### config.mk
export PLATFORM = sky130hd
export DESIGN_NAME = escaped_pixel_stream_parser_core
export DESIGN_NICKNAME = d
export VERILOG_FILES = /design/src/design/epsp_pkg.sv /design/src/design/escaped_pixel_stream_parser_core.sv /design/src/design/epsp_parse.sv
export SDC_FILE = /design/constraint.sdc
export NUM_CORES = 1
export LEC_CHECK = 0
export BUFFER_PORTS_ARGS = -buffer_cell sky130_fd_sc_hd__buf_2
export CAP_MARGIN = 5
export CORE_AREA = 8 8 89 123
export CTS_CLUSTER_DIAMETER = 150
export DETAILED_ROUTE_END_ITERATION = 8
export DIE_AREA = 0 0 97 131
export PLACE_DENSITY_LB_ADDON = 0.12
export SYNTH_ARGS = -nofsm -noshare
export SYNTH_HDL_FRONTEND = slang
export SYNTH_SLANG_ARGS = --single-unit
### constraint.sdc
create_clock -name clk -period 10.5 [get_ports clk]
set_input_delay 2.625 -clock clk [delete_from_list [all_inputs] [get_ports clk]]
set_output_delay 2.625 -clock clk [all_outputs]
set_load 0.05 [all_outputs]
### src/design/epsp_pkg.sv
package epsp_pkg;

	// Escape / show character and the run length past which data mode is left
	localparam logic [7:0] ESCAPE_BYTE    = 8'hFF;
	localparam logic [3:0] RUN_TO_COMMAND = 4'd8;
	localparam logic [3:0] RUN_MAX        = 4'd15;

	// Triple slot holding the last color byte
	localparam logic [1:0] LAST_SLOT = 2'd2;

	typedef enum logic {
		EV_PIXEL = 1'b0,
		EV_SHOW  = 1'b1
	} event_kind_t;

	typedef struct packed {
		event_kind_t kind;
		logic [2:0]  column;
		logic [2:0]  row;
		logic [7:0]  red;
		logic [7:0]  green;
		logic [7:0]  blue;
	} result_t;

endpackage

### src/design/escaped_pixel_stream_parser_core.sv
// Escaped pixel stream parser. Takes one received byte per clock on the slave
// stream (s_tdata[7:0]) while s_tready is high and emits pixel writes and
// show events on the master stream. A result, when a byte causes one, is
// decided combinationally and registered in the result register, or in the
// skid register while the master side stalls; the sustained rate is one byte
// per cycle while the master side accepts. The two-beat output buffer lets the
// input keep flowing for one beat while the master side stalls; s_tready drops
// only when both registers are full. Pixel column and row come from running
// counters (COLUMNS wide rows, up to PIXELS pixels); both are reported in 3 bits.
module escaped_pixel_stream_parser_core import epsp_pkg::*; #(
	parameter int COLUMNS = 8,
	parameter int PIXELS  = 64
) (
	input  logic        clk,
	input  logic        arst_n,
	input  logic        s_tvalid,
	output logic        s_tready,
	input  logic [7:0]  s_tdata,  // [7:0] rx_byte
	output logic        m_tvalid,
	input  logic        m_tready,
	output logic [31:0] m_tdata,  // [2:0] column, [5:3] row, [13:6] red,
	                              // [21:14] green, [29:22] blue, [31:30] zero
	output logic        m_tuser   // [0] event_kind
);

	logic    beat;
	logic    res_valid;
	result_t res;

	logic    out_valid_q;
	result_t out_q;
	logic    skid_valid_q;
	result_t skid_q;

	assign s_tready = !skid_valid_q;
	assign beat     = s_tvalid && s_tready;

	epsp_parse #(
		.COLUMNS (COLUMNS),
		.PIXELS  (PIXELS)
	) u_parse (
		.clk       (clk),
		.arst_n    (arst_n),
		.beat      (beat),
		.rx_byte   (s_tdata),
		.res_valid (res_valid),
		.res       (res)
	);

	// Output register with one skid stage behind it
	always_ff @(posedge clk or negedge arst_n) begin
		if (!arst_n) begin
			out_valid_q  <= 1'b0;
			skid_valid_q <= 1'b0;
		end else begin
			if (!out_valid_q || m_tready) begin
				if (skid_valid_q) begin
					out_valid_q  <= 1'b1;
					skid_valid_q <= 1'b0;
				end else begin
					out_valid_q <= res_valid;
				end
			end else if (res_valid) begin
				skid_valid_q <= 1'b1;
			end
		end
	end

	always_ff @(posedge clk) begin
		if (!out_valid_q || m_tready) begin
			out_q <= skid_valid_q ? skid_q : res;
		end
		if (res_valid && out_valid_q && !m_tready) begin
			skid_q <= res;
		end
	end

	assign m_tvalid = out_valid_q;
	assign m_tuser  = out_q.kind;
	assign m_tdata  = {2'b00, out_q.blue, out_q.green, out_q.red, out_q.row, out_q.column};

	a_skid_behind_out: assert property (@(posedge clk) disable iff (!arst_n)
		skid_valid_q |-> out_valid_q) else $error("skid full with output empty");

	a_skid_drains: assert property (@(posedge clk) disable iff (!arst_n)
		skid_valid_q && m_tready |=> out_valid_q && !skid_valid_q)
		else $error("skid beat not moved to output");

	a_stall_fills_skid: assert property (@(posedge clk) disable iff (!arst_n)
		res_valid && out_valid_q && !m_tready |=> skid_valid_q)
		else $error("result lost while output stalled");

endmodule

### src/design/epsp_parse.sv
module epsp_parse import epsp_pkg::*; #(
	parameter int COLUMNS = 8,
	parameter int PIXELS  = 64
) (
	input  logic       clk,
	input  logic       arst_n,
	input  logic       beat,      // a byte is taken this cycle
	input  logic [7:0] rx_byte,
	output logic       res_valid,
	output result_t    res
);

	localparam int CW = (COLUMNS > 1) ? $clog2(COLUMNS) : 1;
	localparam int PW = $clog2(PIXELS + 1);
	localparam logic [CW-1:0] COL_LAST  = CW'(COLUMNS - 1);
	localparam logic [PW-1:0] PIX_COUNT = PW'(PIXELS);

	logic          cmd_q;
	logic [3:0]    run_q;
	logic [1:0]    pos_q;
	logic [7:0]    held_q [2];
	logic [PW-1:0] pix_q;
	logic [CW-1:0] col_q;
	logic [PW-1:0] row_q;

	logic       is_esc;
	logic [3:0] run_next;
	logic       pix_room;

	assign is_esc   = (rx_byte == ESCAPE_BYTE);
	assign run_next = (run_q == RUN_MAX) ? RUN_MAX : run_q + 4'd1;
	assign pix_room = (pix_q < PIX_COUNT);

	// Decide the result for this byte from the current state
	always_comb begin
		res_valid  = 1'b0;
		res.kind   = EV_PIXEL;
		res.column = 3'(col_q);
		res.row    = 3'(row_q);
		res.red    = held_q[0];
		res.green  = held_q[1];
		res.blue   = rx_byte;
		if (beat && !cmd_q) begin
			if (!is_esc) begin
				res_valid = (pos_q == LAST_SLOT) && pix_room;
			end else begin
				res_valid  = (run_next == 4'd1);
				res.kind   = EV_SHOW;
				res.column = '0;
				res.row    = '0;
				res.red    = '0;
				res.green  = '0;
				res.blue   = '0;
			end
		end
	end

	// Hold the red and green bytes of the triple being gathered
	always_ff @(posedge clk) begin
		if (beat && !cmd_q && !is_esc && pos_q != LAST_SLOT) begin
			held_q[pos_q[0]] <= rx_byte;
		end
	end

	// Advance mode, run, triple slot and pixel counters
	always_ff @(posedge clk or negedge arst_n) begin
		if (!arst_n) begin
			cmd_q <= 1'b0;
			run_q <= '0;
			pos_q <= '0;
			pix_q <= '0;
			col_q <= '0;
			row_q <= '0;
		end else if (beat) begin
			if (cmd_q) begin
				if (!is_esc) begin
					cmd_q <= 1'b0;
					run_q <= '0;
					pos_q <= '0;
					pix_q <= '0;
					col_q <= '0;
					row_q <= '0;
				end
			end else if (!is_esc) begin
				run_q <= '0;
				if (pos_q != LAST_SLOT) begin
					pos_q <= pos_q + 2'd1;
				end else begin
					pos_q <= '0;
					if (pix_room) begin
						pix_q <= pix_q + PW'(1);
						if (col_q == COL_LAST) begin
							col_q <= '0;
							row_q <= row_q + PW'(1);
						end else begin
							col_q <= col_q + CW'(1);
						end
					end
				end
			end else begin
				pos_q <= '0;
				pix_q <= '0;
				col_q <= '0;
				row_q <= '0;
				run_q <= run_next;
				if (run_next > RUN_TO_COMMAND) begin
					cmd_q <= 1'b1;
				end
			end
		end
	end

	a_pos_range: assert property (@(posedge clk) disable iff (!arst_n)
		pos_q != 2'd3) else $error("triple slot out of range");

	a_pix_bound: assert property (@(posedge clk) disable iff (!arst_n)
		pix_q <= PIX_COUNT && col_q <= COL_LAST) else $error("pixel counter past end");

	a_cmd_quiet: assert property (@(posedge clk) disable iff (!arst_n)
		cmd_q |-> !res_valid) else $error("result in command mode");

	a_ninth_escape: assert property (@(posedge clk) disable iff (!arst_n)
		beat && !cmd_q && is_esc && run_q == RUN_TO_COMMAND |=> cmd_q)
		else $error("ninth escape did not enter command mode");

endmodule
==> flow_summary.toml, run 1 <==
[clock_tree]
cts_buffer_depth = 2
cts_tree = "built"
cts-root-buf = "clkbuf_16"
cts.sinks = 100
insertion_delay_ns = 0.34
cts_max_level = 3
clkSlewWorstSetupHoldPaths_ns = 0.06
cts_resized = 0
numCtsBuffers = 9
cts_setup_buffers = 0
holdBufCountCts = 0

[logic_synthesis]
ys_seq_area_share_pct = 65.55
muxShareOfSynthArea_pct = 10.18
avgSynthCellArea_sq_um = 15.16
yosysUniqueCellTypes = 50
synth_edf_count = 78
synth_most_common_cell = "edfxtp_1"
yosys-top-cells-area = "edfxtp_1 53%, dfrtp_1 12%, mux2_4 8.2%"
synth_compound_area_share_pct = 5.784
yosysWarnings = 0
synth_top_family_by_area = "simple AND/OR/NAND/NOR gates"
netlist_top_cells_count = "78 x edfxtp_1, 24 x and2_4, 24 x mux2_4"
ys.flop_type = "edfxtp_1"
syn-cell-area_sq_mm = 0.004413
synth.top_cell.area_share_pct = 53.08
synthXorXnorAreaFrac_pct = 0.3969
yosys.area_share.simple_pct = 14.15
synth_fa_ha_area_share_pct = 1.418
ys_ff_latch = 100
synth_cells = 291
yosys.area.top_type = "edfxtp_1"
synth_async_sr_flop_share_pct = 22.00

[critical_path]
start_kind = "flop"
startpoint = "skid_valid_q"
critPathCaptureType = "output port"
r2r_slack_ns = 8.01
crit_type = "flop to output port"
reg2reg_from = "u_parse.run_q[0]"
cp.arrival_ns = 1.72
crit_fanout = 31
worstPathRequired_ns = 7.88

[die]
die_area_sq_mm = 0.01271
pin_count = 47
num_rows = 42
die-width_microns = 97
die_h_microns = 131
core_sq_mm = 0.009196
start_util_pct = 47.99

[timing]
fin_crit_sh_pct = 41.39
max_slew_margin_pct = 31.95
finClkSkew_ns = 0.005329
fmaxAchievable_ghz = 0.2301
finalSetupTns_ns = 0
grt_setup_unrepaired = "false"
tightestPinTransition_ns = 1.012
min_period_ns = 4.346
hold_viol_final = 0
whs_ns = 0.5299
final-setup-viol-count = 0
drv_slew = 0

[routing]
wirelength_mm = 7.767
drc = 0
wl_per_cell_microns = 17.30
drt_iter0_drc = 95
via_per_inst = 5.437
num_vias = 2441
postRouteAntennaNets = 0
firstDrtPassIters = 4

[cells_and_area]
nets = 353
utilization_pct = 54.29
diodes = 0
final_layout_size_suffix_gt1_share_pct = 36.87
syn2layout_area_growth_pct = 13.13
fin_cells = 449
final_area_sq_mm = 0.004992

[place]
place_inst = 435
place_area_sq_mm = 0.004713
dp_hpwl_mm = 5.357
gp_congestion = 0.7991
port_buffers = 44

[run]
cap_violations = 0

[pwr]
power.leakage_nw = 2.020
p_per_area_mw_per_mm2 = 172.4
vdd_drop_max_mv = 0.1117

[min_path]
hold_class = "flop to flop"
min_from = "u_parse.run_q[1]"

[outcome]
status = "finished clean"

[global_route]
grt_pass1_vias = 2522
grt_pass1_wl_mm = 12.92
grt_max_degree = 37
grt.total_usage_pct = 13.01
antenna_found_initial = 0
grt_overflow_total = 0
## metrics by stage
step | power (mW) | setup slack, ns
floorplan | 0.5298 | 4.319
global placement | 0.5521 | 6.032
detailed placement | 0.5533 | 5.971
CTS | 0.8703 | 6.127
global route | 0.8910 | 6.053
finish | 0.8606 | 6.154
## state kept, by name (all words and copies together), names as in the netlist
register / flops
u_parse.held_q: 16
u_parse.col_q: 3
m_tdata: 30
u_parse.cmd_q: 1
u_parse.run_q: 4
u_parse.row_q: 3
u_parse.pos_q: 2
u_parse.pix_q: 7
m_tuser: 1
skid_q: 31
m_tvalid: 1
skid_valid_q: 1
## worst paths after layout
kind,depth (start not counted),endpoint
hold / removal,2,u_parse.run_q[1]
setup reg to reg,6,skid_q[24]
setup / recovery,3,s_tready
max in group asynchronous,1,m_tvalid
min in group asynchronous,1,u_parse.row_q[0]
hold reg to reg,2,u_parse.run_q[1]
## where the power goes
group,total [mW],internal [mW],switching (mW)
clock,0.317,0.182,0.136
sequential,0.457,0.448,0.00882
combinational,0.0861,0.0304,0.0557
## layout make-up
cell class | instances | area (sq um)
sequential | 100 | 2893
clock buffer | 9 | 225.2
inverter | 5 | 18.77
tap | 110 | 137.6
fill | 748 | 4204
timing repair buffer | 47 | 242.7
multi-input combinational | 173 | 1421
clock inverter | 5 | 53.80
## layout by cell type (no fill, tap or decap), types with 2 or more instances in the layout
cell / netlist / layout
nand3_1: 5 / 5
buf_4: 2 / 3
buf_2: 5 / 44
mux2_2: 7 / 7
nand4_1: 6 / 6
nand4bb_1: 2 / 2
o21ai_0: 5 / 5
and3_1: 2 / 2
and2_4: 24 / 24
nor2_1: 5 / 5
clkinv_2: 0 / 3
a21oi_1: 8 / 8
ha_1: 5 / 5
nor4_1: 2 / 2
conb_1: 1 / 2
or3b_2: 2 / 2
nor3_1: 6 / 5
o21ai_1: 7 / 7
nand2b_1: 3 / 3
o21a_1: 2 / 2
clkbuf_16: 0 / 9
dfrtp_1: 22 / 22
inv_1: 5 / 5
a31oi_1: 3 / 3
a22oi_1: 3 / 3
mux2_4: 24 / 24
and2_1: 7 / 7
and4_1: 2 / 2
edfxtp_1: 78 / 78
nand2_1: 21 / 21
## logic make-up (layout without fill, tap and decap cells)
logic type / after synthesis / in the layout
muxes: 32 / 32
DFF: 100 / 100
other: 1 / 2
buffers and inverters: 19 / 66
and+or+nand+nor: 94 / 94
AOI/OAI and AO/OA: 38 / 38
xor gates and xnor gates: 2 / 2
adders and majority gates: 5 / 5
## routing by layer
layer | vias to the layer above | wire length [microns] | track usage [%] | part of all wire [%]
met5 | - | 0 | 0 | 0
met4 | 0 | 189 | 7.720 | 2.4
met3 | 14 | 283 | 3.104 | 3.6
met2 | 56 | 3912 | 22.28 | 50
met1 | 1193 | 3382 | 14.55 | 44
li1 | 1178 | - | - | -
## critical path, cell delays in order, from the launching register on
cell and delay (ns):
dfrtp_1 0.46, inv_1 0.08, buf_4 0.45, buf_2 0.37
Power figures use the tool's default switching activity.
==> run 2: changes to the inputs <==
==> constraint.sdc (replaced) <==
create_clock -name clk -period 3.6 [get_ports clk]
set_input_delay 0.9 -clock clk [delete_from_list [all_inputs] [get_ports clk]]
set_output_delay 0.9 -clock clk [all_outputs]
set_load 0.05 [all_outputs]
==> flow_summary.toml, run 2 (synthesis results as in run 1) <==
[routing]
drc = 0
drt_iter0_drc = 111
via_per_inst = 5.353
firstDrtPassIters = 4
wl_per_cell_microns = 17.29
wirelength_mm = 7.796
postRouteAntennaNets = 0
num_vias = 2414

[critical_path]
startpoint = "s_tvalid"
cp.arrival_ns = 2.36
slowest_stage = "nor4_2"
crit_fanout = 9
cpPeakStageDelay_ns = 0.83
critPathCaptureType = "flop"
reg2reg_from = "u_parse.run_q[0]"
start_kind = "primary input"
worstPathRequired_ns = 3.56
worstPathCellList = "buf_2, or3b_2, nor4_2"
crit_type = "primary input to flop"

[pwr]
vdd_drop_max_mv = 0.3579
p_per_area_mw_per_mm2 = 491.1
power.leakage_nw = 2.022

[cells_and_area]
nets = 353
mostFrequentLayoutCell = "edfxtp_1"
regMostFlops = "skid_q"
largest_reg_flops = 31
n_fill_cell = 751
seqCellArea_sq_mm = 0.002893
final_area_sq_mm = 0.005000
multi_input_area_sq_mm = 0.001428
syn2layout_area_growth_pct = 13.30
final_layout_size_suffix_gt1_share_pct = 36.36
diodes = 0
mostFrequentLayoutCells = "78 x edfxtp_1, 44 x buf_2, 24 x and2_4, 24 x mux2_4, 22 x dfrtp_1"

[timing]
drv_slew = 0
fin_crit_sh_pct = 66.63
max_slew_margin_pct = 33.55
finalSetupTns_ns = 0
min_period_ns = 2.399
grt_setup_unrepaired = "false"
tightestPinTransition_ns = 0.9885
layout_setup_ws_ns = 1.201
finClkSkew_ns = 0.005058
fmaxAchievable_ghz = 0.4169
final-setup-viol-count = 0
hold_viol_final = 0

[place]
dp_hpwl_mm = 5.499
place_area_sq_mm = 0.004732
place_ws_ns = 0.7885
port_buffers = 44
gp_congestion = 0.7343

[die]
die_h_microns = 131
die_area_sq_mm = 0.01271
num_rows = 42
core_sq_mm = 0.009196
die-width_microns = 97
start_util_pct = 47.99
pin_count = 47

[run]
cap_violations = 0

[global_route]
grt_overflow_total = 0
grt.total_usage_pct = 12.94
grt_pass1_wl_mm = 12.83
grt_pass1_vias = 2494
antenna_found_initial = 0
grt_max_degree = 37

[clock_tree]
cts.sinks = 100
insertion_delay_ns = 0.34
numCtsBuffers = 9
cts_buffer_depth = 2
cts_max_level = 3
cts-root-buf = "clkbuf_16"
cts_setup_buffers = 0
cts_tree = "built"
holdBufCountCts = 0
clkSlewWorstSetupHoldPaths_ns = 0.06
cts_resized = 0

[min_path]
hold_class = "primary input to async pin"

[outcome]
status = "finished clean"
==> run 2: path summary, 6_finish.rpt <==
| check | slack, ns | to | cells after the start |
|---|---|---|---|
| max | 1.20 | u_parse.held_q[0][6] | 3 |
| min | 0.53 | u_parse.row_q[0] | 1 |
| max reg2reg | 1.33 | skid_q[28] | 6 |
| min reg2reg | 0.53 | u_parse.pix_q[4] | 2 |
| max in group asynchronous | 2.70 | skid_valid_q | 1 |
| min in group clk | 0.53 | u_parse.pix_q[4] | 2 |
==> run 2: stage by stage <==
stage | instances | hold WS (ns) | power [mW] | util [%]
after detailed placement | 435 | 0.5139 | 1.614 | 51.46
after global routing | 451 | 0.5599 | 2.544 | 54.37
final | 451 | 0.5333 | 2.455 | 54.37
after floorplan | 292 | 0.4820 | 1.545 | -
after global placement | 435 | 0.5085 | 1.611 | 51.46
after CTS | 451 | 0.5297 | 2.491 | 54.37
==> run 2: per-layer routing <==
layer | routed length (microns) | global-route usage (%)
met1 | 3249 | 14.13
met2 | 4051 | 22.64
met3 | 288 | 3.156
met4 | 206 | 7.448
met5 | 0 | 0
==> run 2: power breakdown <==
group,switching [mW],total (mW),internal (mW)
combinational,0.163,0.251,0.0887
sequential,0.0247,1.33,1.31
clock,0.407,0.872,0.465
total,0.594,2.46,1.86
==> run 2: final cells by class <==
cell class | count | area share [%]
Sequential cell | 100 | 57.86
Clock inverter | 7 | 0.8509
Clock buffer | 9 | 4.505
Tap cell | 110 | 2.753
Inverter | 5 | 0.3754
Timing Repair Buffer | 47 | 5.105
Multi-Input combinational cell | 173 | 28.55
==> run 2: critical path: cells and delay by family <==
kind | cells | cell delay, ns
buffers and inverters | 1 | 0.11
and+or+nand+nor | 2 | 1.34
==> run 3: changes to the inputs <==
==> constraint.sdc (replaced) <==
create_clock -name clk -period 2.1 [get_ports clk]
set_input_delay 0.525 -clock clk [delete_from_list [all_inputs] [get_ports clk]]
set_output_delay 0.525 -clock clk [all_outputs]
set_load 0.05 [all_outputs]
==> flow_summary.toml, run 3 (synthesis results as in run 1) <==
[outcome]
status = "finished clean"

[routing]
wirelength_mm = 8.102
wl_per_cell_microns = 17.31
drt_iter0_drc = 111
via_per_inst = 5.368
postRouteAntennaNets = 0
firstDrtPassIters = 4
drc = 0
num_vias = 2512

[clock_tree]
cts_tree = "built"
cts_buffer_depth = 2
cts_max_level = 3
cts_setup_buffers = 0
cts-root-buf = "clkbuf_16"
numCtsBuffers = 9
insertion_delay_ns = 0.34
holdBufCountCts = 0
cts.sinks = 100
clkSlewWorstSetupHoldPaths_ns = 0.06

[place]
port_buffers = 44
dp_hpwl_mm = 5.816
gp_congestion = 0.7634
place_area_sq_mm = 0.004890

[timing]
finalSetupTns_ns = 0
min_period_ns = 1.988
final-setup-viol-count = 0
drv_slew = 0
max_slew_margin_pct = 59.87
fin_crit_sh_pct = 94.67
finClkSkew_ns = 0.004729
hold_viol_final = 0
tightestPinTransition_ns = 0.6006
grt_setup_unrepaired = "false"
fmaxAchievable_ghz = 0.5030

[critical_path]
crit_path_end = "s_tready"
worstPathRequired_ns = 1.57
start_kind = "flop"
reg2reg_from = "u_parse.run_q[1]"
crit_fanout = 8
startpoint = "skid_valid_q"
cp.arrival_ns = 1.46
r2r_slack_ns = 0.18
r2r_cells = 5
critPathCaptureType = "output port"
r2r-end = "skid_q[22]"
crit_type = "flop to output port"

[cells_and_area]
mostFrequentLayoutCells = "78 x edfxtp_1, 44 x buf_2, 24 x and2_4, 24 x mux2_4, 22 x dfrtp_1"
nets = 371
mostFrequentLayoutCell = "edfxtp_1"
regMostFlops = "skid_q"
diodes = 0
final_area_sq_mm = 0.005162
syn2layout_area_growth_pct = 16.98
largest_reg_flops = 31
utilization_pct = 56.14
final_layout_size_suffix_gt1_share_pct = 40.22

[die]
pin_count = 47
die_h_microns = 131
num_rows = 42
die_area_sq_mm = 0.01271
start_util_pct = 47.99
core_sq_mm = 0.009196
die-width_microns = 97

[global_route]
grt_max_degree = 34
antenna_found_initial = 0
grt_pass1_wl_mm = 13.53
grt.total_usage_pct = 13.53
grt_overflow_total = 0
grt_pass1_vias = 2594

[pwr]
power.leakage_nw = 2.113
total_power_mw = 4.195
vdd_drop_max_mv = 0.4985
p_per_area_mw_per_mm2 = 812.6

[run]
cap_violations = 0

[min_path]
hold_class = "primary input to async pin"
## run 3: what timing repair did
item                       4_1_cts  5_1_grt
gates resized for setup          1        1
cloned                           0        0
setup endpoints to repair       11        2
## run 3: worst min path at each step
| stage | startpoint | endpoint | slack (ns) | cells after the start |
|---|---|---|---|---|
| 2_1_floorplan | arst_n | m_tvalid | 0.23 | 0 |
| 3_3_place_gp | u_parse.pix_q[1] | u_parse.pix_q[1] | 0.51 | 2 |
| 5_1_grt | arst_n | u_parse.row_q[0] | 0.19 | 1 |
| 3_5_place_dp | u_parse.pix_q[1] | u_parse.pix_q[1] | 0.52 | 2 |
| 4_1_cts | arst_n | u_parse.pix_q[5] | 0.17 | 1 |
| 6_report | arst_n | u_parse.row_q[0] | 0.16 | 1 |
## run 3: power by group
part	internal, mW	switching (mW)
Sequential	2.24	0.0319
Combinational	0.167	0.290
Clock	0.791	0.673
Total	3.20	0.995
## run 3: metrics by stage
stage	std cells	setup slack [ns]	hold slack, ns
6_report	468	0.1120	0.1566
5_1_grt	468	0.03033	0.1928
4_1_cts	468	0.07239	0.1668
3_5_place_dp	453	-0.003220	0.5229
3_3_place_gp	453	0.005223	0.5141
2_1_floorplan	292	-0.3292	0.2294
## run 3: area by class of cell
cell class | count | area [sq um]
clock buffer | 10 | 229.0
tap | 110 | 137.6
fill | 744 | 4034
inverter | 5 | 18.77
sequential | 100 | 2893
clock inverter | 5 | 28.78
timing repair buffer | 65 | 402.9
multi-input combinational | 173 | 1453
## run 3: layer usage
metal  track usage (%)  up-vias  wire, microns
li1                  -     1209              -
met1             14.72     1251           3301
met2             24.56       43           4396
met3             3.261        9            274
met4             5.995        0            129
met5                 0        -              0
## run 3: worst max-delay path, cell delays in order, from the launching register on
cell     delay, ns
dfrtp_1       0.47
inv_1         0.32
buf_2         0.34
